[config.mk]
export PLATFORM = sky130hd
export DESIGN_NAME = fsa_ram
export DESIGN_NICKNAME = d
export VERILOG_FILES = /design/src/rtl/fsa_ram.sv
export SDC_FILE = /design/constraint.sdc
export NUM_CORES = 1
export LEC_CHECK = 0
export ABC_AREA = 1
export BUFFER_PORTS_ARGS = -buffer_cell sky130_fd_sc_hd__clkbuf_2
export CAP_MARGIN = 20
export CORE_MARGIN = 8
export CORE_UTILIZATION = 60
export CTS_CLUSTER_DIAMETER = 60
export DETAILED_ROUTE_END_ITERATION = 10
export PLACE_DENSITY = 0.87
export SLEW_MARGIN = 20
export SYNTH_ARGS = -nofsm -noshare
export SYNTH_HDL_FRONTEND = slang
export SYNTH_SLANG_ARGS = --single-unit
export TNS_END_PERCENT = 30
[constraint.sdc]
create_clock -name aclk -period 3.2 [get_ports aclk]
set_clock_uncertainty 0.2 [all_clocks]
set_input_delay 0.48 -clock aclk [delete_from_list [all_inputs] [get_ports aclk]]
set_output_delay 0.48 -clock aclk [all_outputs]
set_load 0.02 [all_outputs]
[src/rtl/fsa_ram.sv]
// ----------------------------------------------------------------------------
// fsa_ram
// Generic single-write, single-read RAM with registered read data.
// ----------------------------------------------------------------------------
module fsa_ram #(
    parameter int WIDTH = 8,
    parameter int DEPTH = 16
) (
    input  logic                     aclk,
    input  logic                     we,
    input  logic [$clog2(DEPTH)-1:0] waddr,
    input  logic [WIDTH-1:0]         wdata,
    input  logic                     re,
    input  logic [$clog2(DEPTH)-1:0] raddr,
    output logic [WIDTH-1:0]         rdata
);

    logic [WIDTH-1:0] mem [DEPTH];
    logic [WIDTH-1:0] rdata_reg;

    always_ff @(posedge aclk) begin
        if (we) begin
            mem[waddr] <= wdata;
        end
        if (re) begin
            rdata_reg <= mem[raddr];
        end
    end

    assign rdata = rdata_reg;

endmodule

==> results.rst <==
.. list-table::
   :header-rows: 1

   * - Metric
     - Value
   * - Power Density
     - 651.0 nW/um^2
   * - Largest vdd supply drop
     - 0.6392 mV
   * - Worst hold path type
     - input port to flip-flop
   * - Total of warnings raised by yosys
     - 0
   * - Area Growth Syn to Fin
     - 13.33%
   * - Source-to-sink clock delay at the later pin of the worst-skew pair
     - 0.52 ns
   * - Simple-gate area share of the yosys netlist
     - 0.2076
   * - Number of nets produced by synthesis
     - 570
   * - Remaining global-route overflow
     - 0
   * - Data arrival at the endpoint of the critical path
     - 1.95 ns
   * - Final nets
     - 593
   * - Number of setup violations in the final report
     - 0
   * - Required time of the critical path
     - 3.27 ns
   * - Commonest non-fill, non-tap cell in the layout
     - sky130_fd_sc_hd__nand2_1
   * - Minimum clock period after layout
     - 1.876 ns
   * - Diodes inserted
     - 0
   * - Antenna violations before repair
     - 0
   * - DRC errors left
     - 0
   * - Mapped Avg Cell Area
     - 10.61 um^2
   * - Startpoint Class
     - input port
   * - Fin. Hold Viols
     - 0
   * - Cells taking the most area after synthesis
     - sky130_fd_sc_hd__edfxtp_1 70%, sky130_fd_sc_hd__nand2_1 11%, sky130_fd_sc_hd__nand3_1 8.3%, sky130_fd_sc_hd__inv_1 6.4%, sky130_fd_sc_hd__buf_6 1.2%
   * - Total die area
     - 13160 um^2
   * - Share of the yosys chip area belonging to registers
     - 0.6985
   * - Final Power
     - 0.004314 W
   * - Status
     - completed
   * - Start point of the worst min-delay path
     - re
   * - Final period utilization
     - 0.5863
   * - First-iteration detailed-routing DRC count
     - 511
   * - Number of instances in the synthesized netlist
     - 551
   * - Slew at the pin closest to its max-slew limit
     - 0.8612 ns
   * - Xor and xnor fraction of the mapped netlist area
     - 0
   * - Post-synth top area cell
     - sky130_fd_sc_hd__edfxtp_1
   * - Timing-limited maximum frequency
     - 533.0 MHz
   * - Number of max-cap violations
     - 0
   * - Share of post-route cells with drive strength above 1
     - 0.1007
   * - Final setup margin
     - 1.324 ns
   * - Number of flip-flops in the largest register
     - 128
   * - Core Area
     - 9594 um^2
   * - Internal Dissipation
     - 0.003407 W
   * - Die outline height
     - 114.7 um
   * - Vias in the first global route
     - 4077
   * - Clock power frac
     - 0.475
   * - Clock transition at the registers of the reported paths
     - 0.06 ns
   * - Register bit total from synthesis
     - 136
   * - Depth of the worst register-to-register path
     - 6
   * - Total routing usage reported by global routing
     - 0.2152
   * - Clock sink total
     - 136
   * - Reg-to-reg startpoint
     - mem[7][4]
   * - Fin Setup TNS
     - 0 ns
   * - TritonCTS clock tree
     - yes
   * - Total CTS buffers
     - 17
   * - Switching fraction of total power
     - 0.2103
   * - Main combinational cell family by area after synthesis
     - simple AND/OR/NAND/NOR gates
   * - Detailed Routing Iterations Pass 1
     - 6
   * - LEAKAGE
     - 2.855 nW
   * - Total half-perimeter wirelength after legalization and detailed placement
     - 8.306 mm
   * - Post-place setup slack
     - 0.8454 ns
   * - Number of vias in the routed layout
     - 4022
   * - Number of vias per cell after detailed routing
     - 5.594
   * - # hold bufs at CTS
     - 0
   * - Net Sw Power
     - 0.0009070 W
   * - Synth Cell Area
     - 5847 um^2
   * - Number of nets with antenna violations after routing
     - 0
   * - Number of port buffers
     - 26
   * - Endpoint class of the critical path
     - flip-flop
   * - Die width
     - 114.7 um
   * - Netlist cell types
     - 11
   * - End of the worst hold path
     - rdata[6]
   * - Crit Path Max Fanout
     - 33
   * - Starting density of the core
     - 0.6094
   * - Pin count of the biggest net entering global routing
     - 65
   * - Worst rel slew slack
     - 0.4237
   * - Kind of critical path
     - input port to flip-flop
   * - Commonest cells after routing, fill and taps aside
     - 173 x sky130_fd_sc_hd__nand2_1, 136 x sky130_fd_sc_hd__edfxtp_1, 100 x sky130_fd_sc_hd__inv_1, 97 x sky130_fd_sc_hd__nand3_1, 26 x sky130_fd_sc_hd__clkbuf_2
   * - Seq pwr share
     - 0.468
   * - Fin util
     - 0.6907
   * - RSZ-0062 raised after global routing
     - false
   * - Slew Viols, Final
     - 0
   * - Compound-gate portion of the synthesized area
     - 0
   * - Sum of routed wire length over all layers
     - 13.52 mm
   * - H-tree depth
     - 4
   * - Num rows
     - 36
   * - Resized Gates After CTS
     - 0
   * - Number of buffers on the longest clock path
     - 2
   * - Number of I/O pins
     - 27
   * - Root buffer selected by CTS
     - sky130_fd_sc_hd__clkbuf_8
   * - Average wire per standard cell
     - 18.80 um
   * - Final weighted congestion in routability-driven placement
     - 0.8459
   * - Total placed cells including tap cells
     - 688
   * - Hold Path Depth
     - 1
   * - Combinational Power Share
     - 0.057
   * - Wire length of the first global-routing pass
     - 20.77 mm
   * - Setup bufs post-CTS
     - 0
   * - Top-area cell type share of the netlist area
     - 0.6985
   * - Worst R2R End
     - rdata[4]
   * - Reg-to-reg setup timing slack
     - 1.78 ns
   * - Adder-cell share of the synthesized area
     - 0
   * - Portion of netlist area occupied by mux cells
     - 0
   * - Count of placed standard cells in the final layout, fillers left out
     - 719
==> logic make-up (layout without fill, tap and decap cells) <==
| logic type | Yosys count | in the layout |
|---|---|---|
| flip-flops | 136 | 136 |
| AND/OR/NAND/NOR | 289 | 289 |
| buffers and inverters | 126 | 161 |
==> worst max-delay path: stages <==
cell	delay, ns
sky130_fd_sc_hd__clkbuf_2	0.50
sky130_fd_sc_hd__inv_2	0.44
sky130_fd_sc_hd__nand3_1	0.20
sky130_fd_sc_hd__nand3_1	0.11
sky130_fd_sc_hd__nand3_1	0.13
sky130_fd_sc_hd__nand2_1	0.07
==> Yosys cell counts (all sizes together) <==
cell type  number
buf            24
edfxtp        136
inv           102
nand2         173
nand3          97
nand3b          2
nor2           17
==> layer usage <==
layer	GRT usage	up-vias	wire, um
met2	0.3293	246	6341
met3	0.06382	25	1390
li1	-	1827	-
met5	0	-	0
met1	0.2783	1924	5487
met4	0.09895	0	297
==> worst max-delay path by stage <==
stage | from | slack [ns] | endpoint | depth (start not counted)
after detailed placement | raddr[1] | 0.85 | rdata[4] | 6
after CTS | raddr[1] | 1.38 | rdata[4] | 6
after global routing | raddr[1] | 1.26 | rdata[5] | 6
final | raddr[1] | 1.32 | rdata[4] | 6
after global placement | raddr[1] | 0.87 | rdata[3] | 6
after floorplan | waddr[2] | 1.57 | mem[10][0] | 2
==> per-stage QoR <==
| stage | area, um^2 | hold WS [ns] |
|---|---|---|
| 2_1_floorplan | 5847 | 0.3789 |
| 3_3_place_gp | 6005 | 0.5170 |
| 3_5_place_dp | 6005 | 0.5575 |
| 4_1_cts | 6626 | 0.1368 |
| 5_1_grt | 6626 | 0.1488 |
| 6_report | 6626 | 0.1592 |
==> cell type report <==
type,count,area [um^2]
multi-input combinational,289,1214
tap,133,166.4
fill,680,2968
clock inverter,13,203.9
timing repair buffer,28,157.7
clock buffer,18,417.9
sequential,136,4084
inverter,102,382.9
==> power groups by stage <==
| stage | registers [W] | logic [W] | clock network, W |
|---|---|---|---|
| detailed placement | 0.00206 | 0.000239 | 0 |
| CTS | 0.00202 | 0.000242 | 0.00206 |
| floorplan | 0.00206 | 0.000141 | 0 |
| finish | 0.00202 | 0.000246 | 0.00205 |
| global route | 0.00202 | 0.000268 | 0.00212 |
| global placement | 0.00205 | 0.000233 | 0 |
(Power assumes the default switching activity.)
